===== src/hdl/cfr_pkg.sv =====
`timescale 1ns / 1ps
// ---------------------------------------------------------------------------
// cfr_pkg
// types and constants of the checksum frame receiver
// ---------------------------------------------------------------------------
package cfr_pkg;

    localparam int CFG_IDX_W  = 2;
    localparam int CFG_DATA_W = 16;

    localparam logic [CFG_IDX_W-1:0] CFG_START_BYTE    = 2'd0;
    localparam logic [CFG_IDX_W-1:0] CFG_MAX_LENGTH    = 2'd1;
    localparam logic [CFG_IDX_W-1:0] CFG_TIMEOUT_TICKS = 2'd2;

    localparam logic [7:0]  START_BYTE_RST    = 8'd0;
    localparam logic [7:0]  MAX_LENGTH_RST    = 8'd255;
    localparam logic [15:0] TIMEOUT_TICKS_RST = 16'd1000;

    localparam logic [1:0] CMD_START = 2'd0;
    localparam logic [1:0] CMD_BYTE  = 2'd1;
    localparam logic [1:0] CMD_TICK  = 2'd2;

    localparam logic [1:0] KIND_DATA    = 2'd0;
    localparam logic [1:0] KIND_GOOD    = 2'd1;
    localparam logic [1:0] KIND_BAD     = 2'd2;
    localparam logic [1:0] KIND_TIMEOUT = 2'd3;

    typedef struct packed {
        logic [1:0] command;
        logic [7:0] rx_byte;
    } cfr_in_t;

    typedef struct packed {
        logic [1:0] kind;
        logic [8:0] byte_index;
        logic [7:0] data_byte;
        logic [8:0] frame_length;
        logic       last;
    } cfr_out_t;

endpackage


===== src/hdl/checksum_frame_receiver.sv =====
`timescale 1ns / 1ps
// ---------------------------------------------------------------------------
// checksum_frame_receiver
// serial deframer with start byte, length field, 8-bit checksum and timeout
// ---------------------------------------------------------------------------
// Takes one command transfer per clock while ready: start, received byte
// or tick. The frame state updates in the cycle of the transfer and the
// up to two results it causes are registered into a four-entry result
// queue, from which m_data shows the oldest. The queue drains one result
// per cycle while m_ready is high; the input is ready while at least two
// entries are free, which sustains one input transfer per cycle as long as
// the output side keeps up (a frame-end byte yields two results).
// There is no clearing pass after reset.
// ---------------------------------------------------------------------------
module checksum_frame_receiver (
    input  logic                                aclk,
    input  logic                                aresetn,
    input  logic                                s_valid,
    output logic                                s_ready,
    input  cfr_pkg::cfr_in_t                    s_data,
    output logic                                m_valid,
    input  logic                                m_ready,
    output cfr_pkg::cfr_out_t                   m_data,
    input  logic                                cfg_we,
    input  logic [cfr_pkg::CFG_IDX_W-1:0]       cfg_index,
    input  logic [cfr_pkg::CFG_DATA_W-1:0]      cfg_wdata
);
    import cfr_pkg::*;

    localparam logic [1:0] PH_IDLE = 2'd0;
    localparam logic [1:0] PH_HUNT = 2'd1;
    localparam logic [1:0] PH_RECV = 2'd2;

    localparam int QDepth = 4;
    localparam int PtrW   = $clog2(QDepth);
    localparam int CntW   = $clog2(QDepth + 1);
    localparam logic [CntW-1:0] ReadyMax = CntW'(QDepth - 2);

    logic [7:0]  start_byte_reg;
    logic [7:0]  max_length_reg;
    logic [15:0] timeout_ticks_reg;

    logic [1:0]  phase_reg,    phase_next;
    logic [8:0]  position_reg, position_next;
    logic [8:0]  end_index_reg, end_index_next;
    logic [7:0]  sum_reg,      sum_next;
    logic [16:0] elapsed_reg,  elapsed_next;

    cfr_out_t            queue_reg [QDepth];
    logic [PtrW-1:0]     wr_ptr_reg, wr_ptr_next;
    logic [PtrW-1:0]     rd_ptr_reg, rd_ptr_next;
    logic [CntW-1:0]     count_reg,  count_next;

    logic        in_xfer;
    logic        out_xfer;
    logic [7:0]  sum_add;
    logic [8:0]  end_sel;
    logic [16:0] elapsed_inc;
    cfr_out_t    res0;
    cfr_out_t    res1;
    logic [1:0]  n_res;

    assign s_ready  = (count_reg <= ReadyMax);
    assign in_xfer  = s_valid && s_ready;
    assign m_valid  = (count_reg != '0);
    assign out_xfer = m_valid && m_ready;
    assign m_data   = queue_reg[rd_ptr_reg];

    assign sum_add = sum_reg + s_data.rx_byte;
    assign end_sel = (position_reg == 9'd1 && s_data.rx_byte < max_length_reg) ?
                     ({1'b0, s_data.rx_byte} + 9'd2) : end_index_reg;
    assign elapsed_inc = (elapsed_reg <= {1'b0, timeout_ticks_reg}) ?
                         (elapsed_reg + 17'd1) : elapsed_reg;

    // configuration
    always_ff @(posedge aclk) begin
        if (!aresetn) begin
            start_byte_reg    <= START_BYTE_RST;
            max_length_reg    <= MAX_LENGTH_RST;
            timeout_ticks_reg <= TIMEOUT_TICKS_RST;
        end else if (cfg_we) begin
            case (cfg_index)
                CFG_START_BYTE:    start_byte_reg    <= cfg_wdata[7:0];
                CFG_MAX_LENGTH:    max_length_reg    <= cfg_wdata[7:0];
                CFG_TIMEOUT_TICKS: timeout_ticks_reg <= cfg_wdata;
                default: ;
            endcase
        end
    end

    // frame state and results of the current transfer
    always_comb begin
        phase_next     = phase_reg;
        position_next  = position_reg;
        end_index_next = end_index_reg;
        sum_next       = sum_reg;
        elapsed_next   = elapsed_reg;
        res0           = '0;
        res1           = '0;
        n_res          = 2'd0;
        if (in_xfer) begin
            case (s_data.command)
                CMD_START: begin
                    phase_next     = PH_HUNT;
                    elapsed_next   = '0;
                    position_next  = '0;
                    end_index_next = {1'b0, max_length_reg};
                    sum_next       = '0;
                end
                CMD_BYTE: begin
                    case (phase_reg)
                        PH_HUNT: begin
                            if (s_data.rx_byte == start_byte_reg) begin
                                sum_next       = start_byte_reg;
                                position_next  = '0;
                                end_index_next = {1'b0, max_length_reg};
                                phase_next     = PH_RECV;
                            end
                        end
                        PH_RECV: begin
                            sum_next        = sum_add;
                            end_index_next  = end_sel;
                            res0.kind       = KIND_DATA;
                            res0.byte_index = position_reg;
                            res0.data_byte  = s_data.rx_byte;
                            if (position_reg >= end_sel) begin
                                res0.last  = 1'b0;
                                res1.last  = 1'b1;
                                if (sum_add == 8'd0) begin
                                    res1.kind         = KIND_GOOD;
                                    res1.frame_length = end_sel;
                                end else begin
                                    res1.kind = KIND_BAD;
                                end
                                n_res      = 2'd2;
                                phase_next = PH_IDLE;
                            end else begin
                                res0.last     = 1'b1;
                                n_res         = 2'd1;
                                position_next = position_reg + 9'd1;
                            end
                        end
                        default: ;
                    endcase
                end
                CMD_TICK: begin
                    if (phase_reg != PH_IDLE) begin
                        elapsed_next = elapsed_inc;
                        if (elapsed_inc > {1'b0, timeout_ticks_reg}) begin
                            res0.kind  = KIND_TIMEOUT;
                            res0.last  = 1'b1;
                            n_res      = 2'd1;
                            phase_next = PH_IDLE;
                        end
                    end
                end
                default: ;
            endcase
        end
    end

    always_comb begin
        wr_ptr_next = wr_ptr_reg + PtrW'(n_res);
        rd_ptr_next = rd_ptr_reg + PtrW'(out_xfer);
        count_next  = count_reg + CntW'(n_res) - CntW'(out_xfer);
    end

    always_ff @(posedge aclk) begin
        if (!aresetn) begin
            phase_reg     <= PH_IDLE;
            position_reg  <= '0;
            end_index_reg <= '0;
            sum_reg       <= '0;
            elapsed_reg   <= '0;
            wr_ptr_reg    <= '0;
            rd_ptr_reg    <= '0;
            count_reg     <= '0;
        end else begin
            phase_reg     <= phase_next;
            position_reg  <= position_next;
            end_index_reg <= end_index_next;
            sum_reg       <= sum_next;
            elapsed_reg   <= elapsed_next;
            wr_ptr_reg    <= wr_ptr_next;
            rd_ptr_reg    <= rd_ptr_next;
            count_reg     <= count_next;
        end
    end

    // result queue storage
    always_ff @(posedge aclk) begin
        if (n_res != 2'd0) begin
            queue_reg[wr_ptr_reg] <= res0;
        end
        if (n_res == 2'd2) begin
            queue_reg[wr_ptr_reg + PtrW'(1)] <= res1;
        end
    end

endmodule


===== config.mk =====
export PLATFORM = sky130hd
export DESIGN_NAME = checksum_frame_receiver
export DESIGN_NICKNAME = d
export VERILOG_FILES = /design/src/hdl/cfr_pkg.sv /design/src/hdl/checksum_frame_receiver.sv
export SDC_FILE = /design/constraint.sdc
export NUM_CORES = 1
export LEC_CHECK = 0
export BUFFER_PORTS_ARGS = -buffer_cell sky130_fd_sc_hd__buf_2
export CORE_ASPECT_RATIO = 1.1
export CORE_MARGIN = 2
export CORE_UTILIZATION = 50
export CTS_CLUSTER_DIAMETER = 150
export CTS_CLUSTER_SIZE = 40
export DETAILED_ROUTE_END_ITERATION = 6
export MAX_ROUTING_LAYER = met4
export PLACE_DENSITY = 0.7
export SETUP_SLACK_MARGIN = 0.15
export SYNTH_ARGS = -nofsm -noshare
export SYNTH_HDL_FRONTEND = slang
export SYNTH_SLANG_ARGS = --single-unit

===== constraint.sdc =====
create_clock -name aclk -period 5.15 [get_ports aclk]
set_clock_uncertainty 0.15 [all_clocks]
set_input_delay 1.03 -clock aclk [delete_from_list [all_inputs] [get_ports aclk]]
set_output_delay 1.03 -clock aclk [all_outputs]
set_load 0.005 [all_outputs]

# Word level (Yosys, flattened, before mapping)
# Memory sizes are Yosys's and may differ from the RTL's. A register that Yosys moved wholly into a read port is not among the register bits.
# Cells that the tools add are included.
# totals
register_bits	84
latchBits	0
ram_bits	116
mem_bits_ro	0
in_bits	33
out_inout_bits	31
wordCells	113
memories	1
# mem_list
name	words	width	rd	rd_ports_with_merged_regs	wr	line	source
queue_reg	4	29	1	1	2	checksum_frame_receiver.sv:49	cfr_out_t queue_reg [QDepth];
# op_classes
addsub	9
mul	0
div_mod_pow	0
order_cmp	5
eq_ne	15
n_shift	0
muxes	53
bitwise	0
reduce_logical	19
# ops
cell	count
$pmux W9 S2	4
$mux W17	4
$mux W9	5
$mux W10	4
$pmux W17 S2	1
$mux W2	16
$pmux W8 S2	2
$mux W19	1
$add A17 B1 Y17 const B	1
$gt A17 B16 Y1	1
$le A17 B16 Y1	1
$pmux W2 S2	3
$mux W1	10
$add A8 B2 Y9 const B	1
$add A9 B1 Y9 const B	1
$eq A9 B1 Y1 const B	1
$ge A9 B9 Y1	1
$ne A3 B3 Y1 const B	3
$add A8 B8 Y8	1
$eq A2 B2 Y1 const B	4
$eq A8 B8 Y1	1
$logic_not A8 Y1	1
$lt A8 B8 Y1	1
$mux W8	1
20 further kinds	32

# Depth between registers and ports, before layout
# logic_depth
depth_word	11
ltp_mapped	25

# Least setup slack after synthesis
# OpenSTA, ideal clock, no wires.
# synth_path
path_kind	input-to-reg
startpoint	in s_data[0] (netlist bit)
endpoint	reg count_reg[2]
setup_time_ns	0.128
t_arrival_ns	5.289
required_ns	4.872
slack_ns	-0.417
cell_stages	22
cell_sequence	clkbuf_1 > nand2b_1 > a21o_1 > a21o_1 > a211o_1 > a21o_1 > a21oi_2 > mux2i_1 > ha_1 > a211o_1 > o211ai_1 > o211ai_1 > a21oi_1 > nand2_1 > o21ai_0 > nand2_1 > ha_1 > inv_1 > ha_1 > fa_1 > xnor2_1 > nor2_1
# synth_via
elab_chain_len	10
elab_cells_between_ends	11
# synth_rtl
element	line	source
start: declaration	checksum_frame_receiver.sv:20	input cfr_pkg::cfr_in_t s_data,
$lt A8 B8 Y1	checksum_frame_receiver.sv:70	assign end_sel = (position_reg == 9'd1 && s_data.rx_byte < max_length_reg) ?
$logic_and A1 B1 Y1	checksum_frame_receiver.sv:70	
$mux W9 (*)	checksum_frame_receiver.sv:70	
$ge A9 B9 Y1 (*)	checksum_frame_receiver.sv:126	if (position_reg >= end_sel) begin
$mux W2 (*)	checksum_frame_receiver.sv:126	
$mux W2 (*)	checksum_frame_receiver.sv:111	case (phase_reg)
$pmux W2 S2 (*)	checksum_frame_receiver.sv:102	case (s_data.command)
$mux W2 (*)	checksum_frame_receiver.sv:101	if (in_xfer) begin
$add A3 B2 Y3 (*)	checksum_frame_receiver.sv:165	count_next = count_reg + CntW'(n_res) - CntW'(out_xfer);
$sub A3 B1 Y3 (*)	checksum_frame_receiver.sv:165	
end signal: assignment	checksum_frame_receiver.sv:186	count_reg <= count_next;
end: declaration	checksum_frame_receiver.sv:52	logic [CntW-1:0] count_reg, count_next;
# Mark *: on every way between the ends. The rest lies on a longest branch, timed or not.
# A chain may end at the register's enable or synchronous reset.

# Worst setup path after layout
# layout_path
startpoint	reg timeout_ticks_reg[8]
endpoint	reg count_reg[1]
# layout_via
elab_chain_len	9
# layout_rtl
element	line	source
start: declaration	checksum_frame_receiver.sv:41	logic [15:0] timeout_ticks_reg;
start signal: assignment	checksum_frame_receiver.sv:85	CFG_TIMEOUT_TICKS: timeout_ticks_reg <= cfg_wdata;
$le A17 B16 Y1	checksum_frame_receiver.sv:72	assign elapsed_inc = (elapsed_reg <= {1'b0, timeout_ticks_reg}) ?
$mux W17	checksum_frame_receiver.sv:72	
$gt A17 B16 Y1 (*)	checksum_frame_receiver.sv:149	if (elapsed_inc > {1'b0, timeout_ticks_reg}) begin
$mux W1 (*)	checksum_frame_receiver.sv:149	
$mux W2 (*)	checksum_frame_receiver.sv:147	if (phase_reg != PH_IDLE) begin
$pmux W2 S2 (*)	checksum_frame_receiver.sv:102	
$mux W2 (*)	checksum_frame_receiver.sv:101	
$add A3 B2 Y3 (*)	checksum_frame_receiver.sv:165	
$sub A3 B1 Y3 (*)	checksum_frame_receiver.sv:165	
via count_next[1]	checksum_frame_receiver.sv:52	
# Mark *: on every way through the listed nets, which the timed path passes. The rest lies on a longest branch.

==> results.py <==
metrics = {
    "run_status": {
        "status": "complete, but fails checks",
        "violations": "design-rule violations",
    },
    "worst_hold_path": {
        "hold_path_class": "reg2reg",
        "hold-path-cell-count": 2,
    },
    "setup_path": {
        "cp_slowest_stage_delay_ns": 0.41,
        "critPathRequiredTime_ns": 5.34,
        "critical_path.cell_chain": "inv_1, ha_1, and4_4, nor4bb_4, a2111o_1, a22oi_2, and3_1, buf_6, nand4_1, xnor2_2, ha_1, nand4_1, nor4_1, a31oi_1, a2bb2oi_2, a21oi_4, o21ai_2, nand2_1, ha_1, inv_1, ha_2, fa_2, and2_1",
        "end_kind": "flip-flop",
        "critical_path_peak_fanout": 7,
        "ff2ff_path_depth": 23,
        "worst_setup_path_class": "reg2reg",
        "critical-path-top-cell-by-count": "ha_1",
        "crit_path_slowest_cell": "fa_2",
        "cp_data_arrival_time_ns": 5.21,
        "cp-start-kind": "flip-flop",
    },
    "clock_network": {
        "maximum_level_of_the_cts_h_tree": 4,
        "cts_made_buffers": 17,
        "cts_hold_repair.buffers": 0,
        "worst_skew_pair.late_latency_ns": 0.45,
        "clockBufferDepth": 2,
        "cts_tree": "yes",
        "cts_sinks": 200,
        "cts-root-buf": "clkbuf_16",
        "clk_pin_slew_ns": 0.08,
    },
    "grt": {
        "grt_pass1_wl_um": 47200,
        "grt-ovfl-total": 0,
        "number_of_global_route_vias_before_repair": 9223,
        "antenna_violations_before_repair": 1,
        "grtUsageTotal_pct": 26.7,
        "pin_count_of_the_biggest_net_entering_global_routing": 47,
    },
    "pwr": {
        "power.density_nw_per_um2": 271,
        "power_leakage_nw": 5.50,
        "peakVddDrop_v": 0.000215,
    },
    "die": {
        "num_io_pins": 64,
        "initial_utilization_pct": 51.1,
        "design.core.area_um2": 21400,
        "die-height_um": 159,
        "dieArea_um2": 23000,
        "die_width_um": 145,
        "fp-row-count": 56,
    },
    "synth": {
        "synth_top_flop_cell": "dfxtp_1",
        "synth.distinct_cells": 77,
        "synth_top_area_share_pct": 27.9,
        "synth_seq_cells": 200,
        "synth.area.top_cells": "dfxtp_1 28%, edfxtp_1 13%, ha_1 7.8%",
        "post_synth_instance_area_um2": 10900,
        "synth-seq-area-share_pct": 41.1,
        "synth-warning-count": 0,
        "synth_fp_nets": 1294,
        "synthesis.area_per_instance_um2": 9.17,
        "ys_async_sr_fraction_pct": 0,
        "syn_inst": 1191,
        "yosysTopAreaCell": "dfxtp_1",
        "synth_enable_flop_cells": 48,
    },
    "layout": {
        "mostFrequentLayoutCells": "163 x nand2_1, 145 x dfxtp_1, 124 x buf_4",
        "nFillCells": 1711,
        "largest_reg_flops": 116,
        "final_common_cell": "nand2_1",
        "number_of_nets_in_the_final_layout": 1459,
        "sequential_cell_area_um2": 4490,
        "layout-drive-gt1-share_pct": 28.6,
        "multi_input_comb_area_um2": 6420,
        "flow.area_growth_from_synthesis_pct": 26.5,
    },
    "sta": {
        "final_min_period_over_clock_period_pct": 97.6,
        "grt_setup_unrepaired": "yes",
        "final_critical_path_setup_slack_ns": 0.126,
        "final_max_slew_viol_count": 0,
        "fmaxAchievable_ghz": 0.199,
        "tightestPinTransition_ns": 1.40,
        "timing.final.crit_period_ns": 5.02,
        "finalHoldViolCount": 0,
        "setup_viol_count_final": 0,
        "worst_slew_margin_relative_to_its_limit_pct": 6.13,
        "fin_setup_tns_ns": 0,
    },
    "drt": {
        "drt-wirelength-per-cell_um": 18.5,
        "via_total_after_detailed_routing": 9605,
        "drt-pass1-iter-count": 7,
        "drt_first_iter_violations": 671,
        "drt.antenna.violating_nets": 0,
        "drt_wl_total_um": 30800,
        "detail_route.drc_violations": 7,
        "viasPerCell": 5.79,
    },
    "placed_design": {
        "place.gp.congestion": 0.918,
        "setup_slack_at_placement_ns": -0.227,
        "io_buffers": 63,
        "dp_hpwl_um": 20600,
    },
    "flow_run": {
        "max_cap_viol_count": 0,
    },
}
[Yosys cell counts, drive strengths merged, types with 6 or more instances]
cell type,count
a211oi,15
a21o,8
a21oi,99
a22o,17
a31oi,8
and2,17
buf,16
clkbuf,55
dfxtp,152
edfxtp,48
ha,68
inv,50
mux2i,15
mux4,29
nand2,166
nand2b,14
nand3,34
nand4,10
nor2,101
nor2b,6
nor3,19
nor3b,6
nor4,7
o211ai,20
o21a,13
o21ai,86
o22ai,12
xnor2,18
xor2,23
[final timing paths]
kind                   startpoint                to  slack (ns)
max          timeout_ticks_reg[8]      count_reg[1]        0.13
min              queue_reg[1][10]  queue_reg[1][10]        0.31
max reg2reg  timeout_ticks_reg[8]      count_reg[1]        0.13
min reg2reg      queue_reg[1][10]  queue_reg[1][10]        0.31
[metal layers]
| layer | part of all wire [%] | GRT usage, % | vias up |
|---|---|---|---|
| li1 | - | - | 4637 |
| met5 | 0 | - | - |
| met2 | 51 | 44.9 | 242 |
| met3 | 4.3 | 3.76 | 48 |
| met1 | 42 | 32.8 | 4678 |
| met4 | 2.8 | 9.31 | 0 |
[worst max-delay path: cells and delay by family, from the launching register on]
kind | cells | cell delay (ns)
fa+ha+maj | 5 | 1.42
simple gates | 8 | 1.46
compound gates | 6 | 1.16
flops | 1 | 0.32
xor+xnor | 1 | 0.19
buf+inv | 3 | 0.24
[report_power, final]
part / leakage, nW / internal, mW / switching (mW)
Clock: 0.290 / 0.680 / 0.680
Sequential: 1.68 / 1.64 / 0.0768
Combinational: 3.53 / 0.340 / 0.325
[what timing repair did]
action / 4_1_cts / 5_1_grt
resized for setup: 26 / 118
hold endpoints to repair: 0 / 0
pin swaps: 21 / 65
buffers inserted: 14 / 14
gates cloned: 0 / 7
setup endpoints to repair: 90 / 166
[stage by stage]
stage               hold slack [ns]  power, mW  cells  cell area (um2)  utilization [%]
finish                        0.311       3.74   1660            13800             64.6
global route                  0.331       3.88   1660            13800             64.6
CTS                           0.311       3.75   1638            13200             61.7
detailed placement            0.300       2.41   1592            12300             57.8
global placement              0.296       2.40   1592            12300             57.8
floorplan                     0.286       2.15   1191            11000                -
[layout make-up]
class | count | share of cell area [%]
Tap cell | 290 | 2.63
Antenna cell | 1 | 0.0181
Multi-Input combinational cell | 870 | 46.5
Timing Repair Buffer | 217 | 12.7
Clock inverter | 14 | 1.06
Inverter | 50 | 1.36
Sequential cell | 200 | 32.5
Clock buffer | 18 | 3.26
[kinds of logic after synthesis]
logic type	synth area share (%)
AOI/OAI and AO/OA	18.4
xor gates and xnor gates	3.29
buffers and inverters	4.49
muxes	7.46
and+or+nand+nor	17.1
DFF	41.1
adders and majority gates	8.16
(Power assumes the default switching activity.)
